[src/rtl/core/fpbs_pkg.sv]
// Shared constants, codes and types of the binomial-series power block.
package fpbs_pkg;

  // Number of series terms, counting the constant term.
  localparam int TERM_LIMIT = 100;
  localparam int IDX_W      = $clog2(TERM_LIMIT) + 1;

  localparam logic [31:0] ONE_BITS     = 32'h3F80_0000;
  localparam logic [31:0] NEG_ONE_BITS = 32'hBF80_0000;
  localparam logic [31:0] TWO_BITS     = 32'h4000_0000;
  localparam logic [31:0] ERROR_BITS   = 32'h4F80_0000;
  localparam logic [31:0] QNAN_BITS    = 32'h7FC0_0000;
  // Smallest single at or above 0.0001 and largest single at or below 0.999.
  localparam logic [31:0] FRAC_LO_BITS = 32'h38D1_B718;
  localparam logic [31:0] FRAC_HI_BITS = 32'h3F7F_BE76;
  // One unit of the exponent field: subtracting it halves a normal value.
  localparam logic [31:0] EXP_LSB_BITS = 32'h0080_0000;

  typedef enum logic [1:0] {
    FOP_ADD,
    FOP_MUL,
    FOP_DIV
  } fpu_op_t;

  typedef struct packed {
    logic        start;
    fpu_op_t     op;
    logic [31:0] a;
    logic [31:0] b;
  } fpu_req_t;

  typedef struct packed {
    logic        done;
    logic [31:0] result;
  } fpu_rsp_t;

  typedef enum logic [2:0] {
    F_IDLE,
    F_ADD,
    F_DIVNORM,
    F_DIVSTEP,
    F_NORM,
    F_DEN,
    F_RND
  } fpu_state_t;

  typedef enum logic [4:0] {
    S_IDLE,
    S_CLASS,
    S_FRAC,
    S_CHECK,
    S_RANGE,
    S_SUB1,
    S_PW,
    S_BSUB,
    S_BADD,
    S_BMUL,
    S_BDIV,
    S_PROD,
    S_SUM,
    S_SCALE,
    S_FINAL,
    S_DONE
  } seq_state_t;

  typedef enum logic [1:0] {
    PH_SINGLE,
    PH_FIRST,
    PH_SECOND
  } phase_t;

endpackage

[src/rtl/core/fpbs_fpu.sv]
// Shared single-precision add, multiply and divide unit, round to nearest even.
module fpbs_fpu (
  input  logic               clk,
  input  logic               rst,
  input  fpbs_pkg::fpu_req_t req,
  output fpbs_pkg::fpu_rsp_t rsp
);
  import fpbs_pkg::*;

  fpu_state_t state, state_next;

  logic               sgn;
  logic signed [11:0] ex;
  logic [48:0]        mw;
  logic               stk;
  logic [48:0]        add_a, add_b;
  logic               add_sub;
  logic [23:0]        dma, dmb;
  logic [24:0]        rem;
  logic [5:0]         cnt;
  logic [31:0]        res;
  logic               done;

  // Operand decode.
  logic [7:0]  a_e8, b_e8, a_exp, b_exp;
  logic [23:0] a_man, b_man;
  logic        a_nan, b_nan, a_inf, b_inf, a_zero, b_zero, sx;
  logic        spec_hit;
  logic [31:0] spec_bits;
  logic [47:0] prod;
  logic        a_big, l_sgn;
  logic [7:0]  l_exp, s_exp, dsh;
  logic [23:0] l_man, s_man;
  logic [48:0] b_full, b_mask, b_align;
  logic [48:0] add_res;
  logic [25:0] div_diff;
  logic        div_q;
  logic [24:0] div_rn;
  logic signed [11:0] den_sh;
  logic [48:0] den_mask;
  logic [23:0] rm, rmf;
  logic        rs, rinc;
  logic [24:0] rm25;
  logic signed [11:0] re;
  logic [31:0] rnd_bits;

  assign a_e8   = req.a[30:23];
  assign b_e8   = req.b[30:23];
  assign a_nan  = (&a_e8) && (|req.a[22:0]);
  assign b_nan  = (&b_e8) && (|req.b[22:0]);
  assign a_inf  = (&a_e8) && !(|req.a[22:0]);
  assign b_inf  = (&b_e8) && !(|req.b[22:0]);
  assign a_zero = (req.a[30:0] == 31'd0);
  assign b_zero = (req.b[30:0] == 31'd0);
  assign a_man  = {|a_e8, req.a[22:0]};
  assign b_man  = {|b_e8, req.b[22:0]};
  assign a_exp  = (a_e8 == 8'd0) ? 8'd1 : a_e8;
  assign b_exp  = (b_e8 == 8'd0) ? 8'd1 : b_e8;
  assign sx     = req.a[31] ^ req.b[31];
  assign prod   = a_man * b_man;

  // Addition: larger magnitude first, smaller one aligned with a sticky bit.
  assign a_big   = req.a[30:0] >= req.b[30:0];
  assign l_man   = a_big ? a_man : b_man;
  assign s_man   = a_big ? b_man : a_man;
  assign l_exp   = a_big ? a_exp : b_exp;
  assign s_exp   = a_big ? b_exp : a_exp;
  assign l_sgn   = a_big ? req.a[31] : req.b[31];
  assign dsh     = l_exp - s_exp;
  assign b_full  = {1'b0, s_man, 24'd0};
  assign b_mask  = (49'd1 << dsh) - 49'd1;
  assign b_align = (dsh >= 8'd49) ? 49'd1
                 : ((b_full >> dsh) | {48'd0, |(b_full & b_mask)});
  assign add_res = add_sub ? (add_a - add_b) : (add_a + add_b);

  // One quotient bit per cycle.
  assign div_diff = {1'b0, rem} - {2'b00, dmb};
  assign div_q    = !div_diff[25];
  assign div_rn   = div_q ? div_diff[24:0] : rem;

  assign den_sh   = 12'sd1 - ex;
  assign den_mask = (49'd1 << den_sh[5:0]) - 49'd1;

  // Rounding and packing.
  assign rm   = mw[48:25];
  assign rs   = stk | (|mw[23:0]);
  assign rinc = mw[24] & (rs | rm[0]);
  assign rm25 = {1'b0, rm} + {24'd0, rinc};
  assign rmf  = rm25[24] ? 24'h80_0000 : rm25[23:0];
  assign re   = rm25[24] ? (ex + 12'sd1) : ex;
  assign rnd_bits = (re >= 12'sd255) ? {sgn, 8'hFF, 23'd0}
                  : {sgn, (rmf[23] ? re[7:0] : 8'd0), rmf[22:0]};

  always_comb begin
    spec_hit  = 1'b0;
    spec_bits = '0;
    unique case (req.op)
      FOP_MUL: begin
        if (a_nan || b_nan || (a_inf && b_zero) || (a_zero && b_inf)) begin
          spec_hit = 1'b1; spec_bits = QNAN_BITS;
        end else if (a_inf || b_inf) begin
          spec_hit = 1'b1; spec_bits = {sx, 8'hFF, 23'd0};
        end else if (a_zero || b_zero) begin
          spec_hit = 1'b1; spec_bits = {sx, 31'd0};
        end
      end
      FOP_ADD: begin
        if (a_nan || b_nan || (a_inf && b_inf && (req.a[31] != req.b[31]))) begin
          spec_hit = 1'b1; spec_bits = QNAN_BITS;
        end else if (a_inf) begin
          spec_hit = 1'b1; spec_bits = req.a;
        end else if (b_inf) begin
          spec_hit = 1'b1; spec_bits = req.b;
        end else if (a_zero && b_zero) begin
          spec_hit = 1'b1; spec_bits = {req.a[31] & req.b[31], 31'd0};
        end else if (a_zero) begin
          spec_hit = 1'b1; spec_bits = req.b;
        end else if (b_zero) begin
          spec_hit = 1'b1; spec_bits = req.a;
        end
      end
      FOP_DIV: begin
        if (a_nan || b_nan || (a_inf && b_inf) || (a_zero && b_zero)) begin
          spec_hit = 1'b1; spec_bits = QNAN_BITS;
        end else if (a_inf || b_zero) begin
          spec_hit = 1'b1; spec_bits = {sx, 8'hFF, 23'd0};
        end else if (a_zero || b_inf) begin
          spec_hit = 1'b1; spec_bits = {sx, 31'd0};
        end
      end
      default: ;
    endcase
  end

  always_comb begin
    state_next = state;
    unique case (state)
      F_IDLE: begin
        if (req.start && !spec_hit) begin
          unique case (req.op)
            FOP_ADD: state_next = F_ADD;
            FOP_MUL: state_next = F_NORM;
            FOP_DIV: state_next = F_DIVNORM;
            default: state_next = F_IDLE;
          endcase
        end
      end
      F_ADD:     state_next = (add_res == 49'd0) ? F_IDLE : F_NORM;
      F_DIVNORM: if (dma[23] && dmb[23]) state_next = F_DIVSTEP;
      F_DIVSTEP: if (cnt == 6'd47) state_next = F_NORM;
      F_NORM:    if (mw[48]) state_next = F_DEN;
      F_DEN:     state_next = F_RND;
      F_RND:     state_next = F_IDLE;
      default:   state_next = F_IDLE;
    endcase
  end

  always_ff @(posedge clk) begin
    if (rst) begin
      state <= F_IDLE;
      done  <= 1'b0;
    end else begin
      state <= state_next;
      done  <= 1'b0;
      unique case (state)
        F_IDLE: begin
          if (req.start) begin
            stk <= 1'b0;
            if (spec_hit) begin
              res  <= spec_bits;
              done <= 1'b1;
            end else begin
              unique case (req.op)
                FOP_MUL: begin
                  sgn <= sx;
                  mw  <= {1'b0, prod};
                  ex  <= $signed({4'd0, a_exp}) + $signed({4'd0, b_exp}) - 12'sd125;
                end
                FOP_ADD: begin
                  sgn     <= l_sgn;
                  add_a   <= {1'b0, l_man, 24'd0};
                  add_b   <= b_align;
                  add_sub <= req.a[31] ^ req.b[31];
                  ex      <= $signed({4'd0, l_exp}) + 12'sd1;
                end
                FOP_DIV: begin
                  sgn <= sx;
                  dma <= a_man;
                  dmb <= b_man;
                  ex  <= $signed({4'd0, a_exp}) - $signed({4'd0, b_exp}) + 12'sd128;
                end
                default: ;
              endcase
            end
          end
        end
        F_ADD: begin
          mw <= add_res;
          if (add_res == 49'd0) begin
            res  <= 32'd0;
            done <= 1'b1;
          end
        end
        F_DIVNORM: begin
          if (dma[23] && dmb[23]) begin
            rem <= {1'b0, dma};
            cnt <= 6'd0;
            mw  <= 49'd0;
          end else begin
            if (!dma[23]) dma <= {dma[22:0], 1'b0};
            if (!dmb[23]) dmb <= {dmb[22:0], 1'b0};
            ex <= ex - $signed({11'd0, !dma[23]}) + $signed({11'd0, !dmb[23]});
          end
        end
        F_DIVSTEP: begin
          mw  <= {mw[47:0], div_q};
          rem <= {div_rn[23:0], 1'b0};
          cnt <= cnt + 6'd1;
          if (cnt == 6'd47) stk <= |div_rn;
        end
        F_NORM: begin
          if (!mw[48]) begin
            if (mw[48:41] == 8'd0) begin
              mw <= {mw[40:0], 8'd0};
              ex <= ex - 12'sd8;
            end else begin
              mw <= {mw[47:0], 1'b0};
              ex <= ex - 12'sd1;
            end
          end
        end
        F_DEN: begin
          if (ex < 12'sd1) begin
            ex <= 12'sd1;
            if (den_sh >= 12'sd49) begin
              mw  <= 49'd0;
              stk <= stk | (|mw);
            end else begin
              mw  <= mw >> den_sh[5:0];
              stk <= stk | (|(mw & den_mask));
            end
          end
        end
        F_RND: begin
          res  <= rnd_bits;
          done <= 1'b1;
        end
        default: ;
      endcase
    end
  end

  assign rsp.done   = done;
  assign rsp.result = res;

endmodule

[src/rtl/core/float_power_binomial_series.sv]
// Single-precision power a^b by a truncated binomial series on a shared float unit.
// Special inputs skip the series; otherwise TERM_LIMIT-1 series terms are summed per pass
// (one or two passes), each term a chain of operations on the shared floating-point unit,
// whose divider is radix-2.
// Throughput: one item at a time; the input is ready only while the sequencer is idle.
// Reset: synchronous, active high; clears the sequencer, the float unit and the output.
module float_power_binomial_series (
  input  logic        clk,
  input  logic        rst,
  input  logic        s_tvalid,
  output logic        s_tready,
  input  logic [63:0] s_tdata,   // [31:0] base_bits, [63:32] exponent_bits
  output logic        m_tvalid,
  input  logic        m_tready,
  output logic [39:0] m_tdata    // [31:0] power_bits, [32] domain_error, [39:33] zero
);
  import fpbs_pkg::*;

  seq_state_t state, state_next;
  phase_t     phase;

  logic [31:0]      a_w;        // working base, halved as needed
  logic [31:0]      b_w;        // working exponent, scaled for the second pass
  logic [31:0]      tb;         // exponent truncated toward zero
  logic [31:0]      frac;
  logic             neg;
  logic             err;
  logic [31:0]      result;
  logic [31:0]      series_sum;
  logic [31:0]      power_term;
  logic [31:0]      binomial_term;
  logic [31:0]      t_val;
  logic [31:0]      x_val;
  logic [31:0]      partial_product;
  logic [IDX_W-1:0] term_index;
  logic [7:0]       halving_count;
  logic             issued;

  logic        out_valid;
  logic [31:0] out_bits;
  logic        out_err;

  fpu_req_t fpu_req;
  fpu_rsp_t fpu_rsp;

  // Class of the latched operands.
  logic        a_special, b_special, a_zero, b_pos;
  logic [7:0]  be;
  logic [4:0]  tsh;
  logic [23:0] bm;
  logic [31:0] tmask, tb_c;
  logic        odd_c;
  logic [31:0] fi;
  logic        last_term;
  logic        frac_bad;
  logic [31:0] signed_r, final_bits;
  logic        is_fop;

  // Exact conversion of a small nonzero unsigned integer to single precision.
  function automatic logic [31:0] u2f(input logic [10:0] v);
    logic [3:0]  p;
    logic [23:0] m;
    p = 4'd0;
    for (int i = 0; i < 11; i++) begin
      if (v[i]) p = 4'(i);
    end
    m = {13'd0, v} << (5'd23 - {1'b0, p});
    return {1'b0, 8'd127 + {4'd0, p}, m[22:0]};
  endfunction

  assign a_special = &a_w[30:23];
  assign b_special = &b_w[30:23];
  assign a_zero    = (a_w[30:0] == 31'd0);
  assign b_pos     = !b_w[31] && (b_w[30:0] != 31'd0);

  // Truncation of the exponent toward zero and the parity of the integer part.
  assign be    = b_w[30:23];
  assign bm    = {1'b1, b_w[22:0]};
  assign tsh   = 5'(8'd150 - be);
  assign tmask = (32'd1 << tsh) - 32'd1;
  always_comb begin
    odd_c = 1'b0;
    tb_c  = b_w;
    if (be < 8'd127) begin
      tb_c = {b_w[31], 31'd0};
    end else if (be <= 8'd150) begin
      odd_c = bm[tsh];
      tb_c  = b_w & ~tmask;
    end
  end

  assign fi        = u2f(11'(term_index));
  assign last_term = (term_index == IDX_W'(TERM_LIMIT - 1));
  // A positive fractional part inside the band, bounds included, marks a non-integral exponent.
  assign frac_bad  = !frac[31] && (frac >= FRAC_LO_BITS) && (frac <= FRAC_HI_BITS);

  assign signed_r   = result ^ {neg, 31'd0};
  assign final_bits = err ? ERROR_BITS
                    : (((&signed_r[30:23]) && (|signed_r[22:0])) ? QNAN_BITS : signed_r);

  // Next state of the sequencer.
  always_comb begin
    state_next = state;
    unique case (state)
      S_IDLE:  if (s_tvalid) state_next = S_CLASS;
      S_CLASS: begin
        if (a_special || b_special || a_zero) state_next = S_DONE;
        else if (a_w[31])                     state_next = S_FRAC;
        else                                  state_next = S_RANGE;
      end
      S_FRAC:  if (fpu_rsp.done) state_next = S_CHECK;
      S_CHECK: state_next = frac_bad ? S_DONE : S_RANGE;
      S_RANGE: if (a_w[30:0] <= TWO_BITS[30:0]) state_next = S_SUB1;
      S_SUB1:  if (fpu_rsp.done) state_next = S_PW;
      S_PW:    if (fpu_rsp.done) state_next = S_BSUB;
      S_BSUB:  if (fpu_rsp.done) state_next = S_BADD;
      S_BADD:  if (fpu_rsp.done) state_next = S_BMUL;
      S_BMUL:  if (fpu_rsp.done) state_next = S_BDIV;
      S_BDIV:  if (fpu_rsp.done) state_next = S_PROD;
      S_PROD:  if (fpu_rsp.done) state_next = S_SUM;
      S_SUM: begin
        if (fpu_rsp.done) begin
          if (!last_term)               state_next = S_PW;
          else if (phase == PH_FIRST)   state_next = S_SCALE;
          else if (phase == PH_SECOND)  state_next = S_FINAL;
          else                          state_next = S_DONE;
        end
      end
      S_SCALE: if (fpu_rsp.done) state_next = S_SUB1;
      S_FINAL: if (fpu_rsp.done) state_next = S_DONE;
      S_DONE:  if (!out_valid || m_tready) state_next = S_IDLE;
      default: state_next = S_IDLE;
    endcase
  end

  // Requests to the float unit, one per operation state.
  always_comb begin
    fpu_req.op = FOP_ADD;
    fpu_req.a  = 32'd0;
    fpu_req.b  = 32'd0;
    is_fop     = 1'b1;
    unique case (state)
      S_FRAC:  begin fpu_req.a = b_w;        fpu_req.b = {~tb[31], tb[30:0]}; end
      S_SUB1:  begin fpu_req.a = a_w;        fpu_req.b = NEG_ONE_BITS; end
      S_PW:    begin fpu_req.op = FOP_MUL; fpu_req.a = power_term; fpu_req.b = t_val; end
      S_BSUB:  begin fpu_req.a = b_w;        fpu_req.b = {1'b1, fi[30:0]}; end
      S_BADD:  begin fpu_req.a = x_val;      fpu_req.b = ONE_BITS; end
      S_BMUL:  begin
        fpu_req.op = FOP_MUL; fpu_req.a = binomial_term; fpu_req.b = x_val;
      end
      S_BDIV:  begin fpu_req.op = FOP_DIV; fpu_req.a = x_val; fpu_req.b = fi; end
      S_PROD:  begin
        fpu_req.op = FOP_MUL; fpu_req.a = power_term; fpu_req.b = binomial_term;
      end
      S_SUM:   begin fpu_req.a = series_sum; fpu_req.b = x_val; end
      S_SCALE: begin
        fpu_req.op = FOP_MUL; fpu_req.a = b_w; fpu_req.b = u2f(11'(halving_count));
      end
      S_FINAL: begin
        fpu_req.op = FOP_MUL; fpu_req.a = partial_product; fpu_req.b = series_sum;
      end
      default: is_fop = 1'b0;
    endcase
    fpu_req.start = is_fop && !issued;
  end

  always_ff @(posedge clk) begin
    if (rst) begin
      state     <= S_IDLE;
      issued    <= 1'b0;
      out_valid <= 1'b0;
    end else begin
      state <= state_next;
      if (fpu_req.start)     issued <= 1'b1;
      else if (fpu_rsp.done) issued <= 1'b0;
      if (out_valid && m_tready) out_valid <= 1'b0;
      unique case (state)
        S_IDLE: begin
          if (s_tvalid) begin
            a_w           <= s_tdata[31:0];
            b_w           <= s_tdata[63:32];
            err           <= 1'b0;
            neg           <= 1'b0;
            result        <= 32'd0;
            halving_count <= 8'd0;
          end
        end
        S_CLASS: begin
          if (a_special || b_special) begin
            err <= 1'b1;
          end else if (a_zero) begin
            err <= !b_pos;
          end else begin
            tb     <= tb_c;
            neg    <= a_w[31] & odd_c;
            a_w[31] <= 1'b0;
          end
        end
        S_FRAC:  if (fpu_rsp.done) frac <= fpu_rsp.result;
        S_CHECK: err <= frac_bad;
        S_RANGE: begin
          if (a_w[30:0] > TWO_BITS[30:0]) begin
            a_w           <= a_w - EXP_LSB_BITS;
            halving_count <= halving_count + 8'd1;
          end else begin
            phase <= (halving_count != 8'd0) ? PH_FIRST : PH_SINGLE;
          end
        end
        S_SUB1: begin
          if (fpu_rsp.done) begin
            t_val         <= fpu_rsp.result;
            series_sum    <= ONE_BITS;
            power_term    <= ONE_BITS;
            binomial_term <= ONE_BITS;
            term_index    <= IDX_W'(1);
          end
        end
        S_PW:   if (fpu_rsp.done) power_term <= fpu_rsp.result;
        S_BSUB: if (fpu_rsp.done) x_val <= fpu_rsp.result;
        S_BADD: if (fpu_rsp.done) x_val <= fpu_rsp.result;
        S_BMUL: if (fpu_rsp.done) x_val <= fpu_rsp.result;
        S_BDIV: if (fpu_rsp.done) binomial_term <= fpu_rsp.result;
        S_PROD: if (fpu_rsp.done) x_val <= fpu_rsp.result;
        S_SUM: begin
          if (fpu_rsp.done) begin
            series_sum <= fpu_rsp.result;
            if (!last_term) begin
              term_index <= term_index + IDX_W'(1);
            end else if (phase == PH_FIRST) begin
              partial_product <= fpu_rsp.result;
              phase           <= PH_SECOND;
            end else if (phase == PH_SINGLE) begin
              result <= fpu_rsp.result;
            end
          end
        end
        S_SCALE: begin
          if (fpu_rsp.done) begin
            b_w <= fpu_rsp.result;
            a_w <= TWO_BITS;
          end
        end
        S_FINAL: if (fpu_rsp.done) result <= fpu_rsp.result;
        S_DONE: begin
          if (!out_valid || m_tready) begin
            out_valid <= 1'b1;
            out_bits  <= final_bits;
            out_err   <= err;
          end
        end
        default: ;
      endcase
    end
  end

  fpbs_fpu u_fpu (
    .clk (clk),
    .rst (rst),
    .req (fpu_req),
    .rsp (fpu_rsp)
  );

  assign s_tready = (state == S_IDLE);
  assign m_tvalid = out_valid;
  assign m_tdata  = {7'd0, out_err, out_bits};

  // The float unit only answers a request that the sequencer is waiting on.
  a_done_issued: assert property (@(posedge clk) disable iff (rst)
    fpu_rsp.done |-> issued)
    else $error("float unit answered without a pending request");

  // An accepted item is classified in the next cycle.
  a_accept_class: assert property (@(posedge clk) disable iff (rst)
    (s_tvalid && s_tready) |=> (state == S_CLASS))
    else $error("accepted item not classified");

  // A flagged result always carries the error pattern.
  a_err_bits: assert property (@(posedge clk) disable iff (rst)
    (m_tvalid && m_tdata[32]) |-> (m_tdata[31:0] == ERROR_BITS))
    else $error("domain error without error pattern");

  // The term counter never runs past the last term.
  a_index_range: assert property (@(posedge clk) disable iff (rst)
    (state == S_PW) |-> (term_index <= IDX_W'(TERM_LIMIT - 1)))
    else $error("term index out of range");

endmodule
[config.mk]
export PLATFORM = sky130hd
export DESIGN_NAME = float_power_binomial_series
export DESIGN_NICKNAME = d
export VERILOG_FILES = /design/src/rtl/core/fpbs_pkg.sv /design/src/rtl/core/fpbs_fpu.sv /design/src/rtl/core/float_power_binomial_series.sv
export SDC_FILE = /design/constraint.sdc
export NUM_CORES = 2
export LEC_CHECK = 0
export BUFFER_PORTS_ARGS = -buffer_cell sky130_fd_sc_hd__buf_2
export CAP_MARGIN = 20
export CORE_ASPECT_RATIO = 1.5
export CORE_UTILIZATION = 50
export CTS_CLUSTER_DIAMETER = 150
export DETAILED_ROUTE_END_ITERATION = 16
export PLACE_DENSITY = 0.67
export SYNTH_ARGS = -nofsm -noshare
export SYNTH_HDL_FRONTEND = slang
export SYNTH_HIERARCHICAL = 1
export SYNTH_SLANG_ARGS = --single-unit
[constraint.sdc]
create_clock -name clk -period 27.3 [get_ports clk]
set_clock_uncertainty 0.2 [all_clocks]
set_input_delay 2.73 -clock clk [delete_from_list [all_inputs] [get_ports clk]]
set_output_delay 2.73 -clock clk [all_outputs]
set_load 0.05 [all_outputs]
==> results.ini <==
[finish]
layout.nets=8230
n_fill_cell=12200
drive_gt1_frac=0.0855
area_growth_pct=7.05
largest_reg_flops=49
top_register=u_fpu/mw
reg_top3=u_fpu/mw: 49 flops, u_fpu/add_b: 48 flops

[timing]
fmax_mhz=78.6
fin_setup_tns_ns=0
max_slew_margin=0.0154
slew_viol_final=0
hold_viol_final=0
period_share=0.466
tightest_slew_ns=1.48
setup_viol=0
rsz0062_at_grt=false
layout_min_cycle_time_ns=12.73

[floorplanning]
die-area_mm2=0.137
coreArea_mm2=0.135
pin_count=110
row_count=165
start_util=0.504
die_h_um=453
fp.dieW_um=303

[setup_path]
ff2ff_path_depth=32
crit_top_cell=buf_4
cp_max_fo=69
worstPathRequired_ns=27.51
slowest_stage=dfxtp_1
critPathKind=flip-flop to flip-flop
worst_setup_path_end_kind=flip-flop
critPathLaunch=state[3]
crit_path_end=u_fpu/add_b[0]
r2r-end=u_fpu/add_b[0]
critPathMaxStageDelay_ns=0.95
start_kind=flip-flop
rr_startpoint=state[3]
r2r_slack_ns=14.57
worstPathArrival_ns=12.94

[route]
ant_nets=0
topRoutingLayerUsed=met5
drt-pass1-iter-count=12
drtIter0Drc=7927
viasPerCell=6.68
vias=60600
wl_met1_mm=92.0
met2_length_mm=128
drt-total-wl_mm=273
drc=0
route.met3.wl_mm=24.2
wl_per_cell_um=30.0

[clock_tree]
cts_resized=0
root_buffer=clkbuf_16
numCtsBuffers=68
cts_num_sinks=662
hold_buffers=0
h-tree-depth=3
clock_path_buffers=3
clk_latency_ns=0.73
cts_setup_buffers=0
tritoncts=yes
clk_pin_slew_ns=0.07

[status]
status=completed

[global_route]
antenna_found_initial=11
grt_overflow=0
grt_pass1_wl_mm=397
grt_max_degree=88
grt_pass1_vias=60100
grtUsageTotal=0.394

[synth]
synth_edf_count=652
yosys-top-cells-area=edfxtp_1 29%, fa_1 14%, ha_1 7.5%
ys_ff_latch=662
yosysTopAreaCell=edfxtp_1
synthFlopType=edfxtp_1
synth_seq_area_share=0.292
synth_top_area_frac=0.289
synthMostInstantiatedCell=nand2_1
synth_warnings=6
synth_area_mm2=0.0678
syn_area_per_cell_um2=9.06
synthArstFlopShare=0
ys_types=97
synth_common_cells=1030 x nand2_1, 720 x inv_1, 652 x edfxtp_1, 488 x fa_1, 481 x clkbuf_1
synth_cells=7478

[placed_design]
portBuffers=102
hpwlAfterDp_mm=200
gp_congestion=1.19

[job]
max_cap_viol_count=0

[hold_path]
holdCritPathClass=flip-flop to flip-flop

==> cells by family after synthesis <==
family / share of synthesized area
AO/OA/AOI/OAI: 0.170
XOR/XNOR: 0.0292
adder cells (fa/ha/maj): 0.219
buffers and inverters: 0.0719
flip-flops: 0.292
multiplexers: 0.0421
other: 0.0000553
AND/OR/NAND/NOR: 0.176
==> final cells by class <==
cell class              instances  area, um^2  share of cell area
inverters                     724        2720              0.0375
multi-input cells            5538       43600               0.601
repair buffers                276        1870              0.0257
well taps                    1753        2190              0.0302
clock inverters                45         634             0.00874
clock buffers                  76        1740              0.0240
flip-flops and latches        662       19800               0.273
diodes                          9        22.5            0.000310
==> critical path, delay by kind of cell, from the launching register on <==
| kind | cells | cell delay, ns |
|---|---|---|
| AO/OA/AOI/OAI | 12 | 3.13 |
| adder cells (fa/ha/maj) | 3 | 1.24 |
| XOR/XNOR | 1 | 0.78 |
| flip-flops | 1 | 0.95 |
| buffers and inverters | 8 | 2.35 |
| AND/OR/NAND/NOR | 8 | 3.62 |
==> routing by layer <==
layer / GRT usage / vias to the layer above
met4: 0.343 / 8
met2: 0.640 / 3829
met1: 0.442 / 29700
met5: 0 / -
met3: 0.0747 / 1099
li1: - / 26000
==> metrics by stage <==
stage | hold slack (ns) | std cells | utilization | setup WS [ns] | cell area [um^2]
2_1_floorplan | 0.258 | 7484 | - | 16.11 | 67800
3_3_place_gp | 0.272 | 8948 | 0.521 | 14.99 | 70100
3_5_place_dp | 0.291 | 8950 | 0.521 | 14.90 | 70100
4_1_cts | 0.307 | 9071 | 0.539 | 14.88 | 72500
5_1_grt | 0.323 | 9076 | 0.539 | 14.24 | 72500
6_report | 0.324 | 9083 | 0.539 | 14.57 | 72600
==> worst min path at each step <==
stage	start	to	cells after the start
4_1_cts	issued	issued	2
3_3_place_gp	issued	issued	2
3_5_place_dp	issued	issued	2
6_report	issued	issued	2
5_1_grt	issued	issued	2
2_1_floorplan	issued	issued	2
==> layout by cell type (no fill, tap or decap), types with 78 or more instances in the layout <==
master	n
ha_1	403
and2_1	278
a22oi_1	146
and3_1	84
inv_1	719
buf_4	170
a21oi_1	399
edfxtp_1	652
nand2_1	1027
fa_1	488
xnor2_1	150
o21ai_0	339
nand3_1	144
nor3_1	120
a222oi_1	78
nor2_1	408
mux2i_1	93
buf_2	103
Power is left out: the tool's default activity adds up to more than one toggle a clock period on the data nets, which glitch-free logic cannot reach.
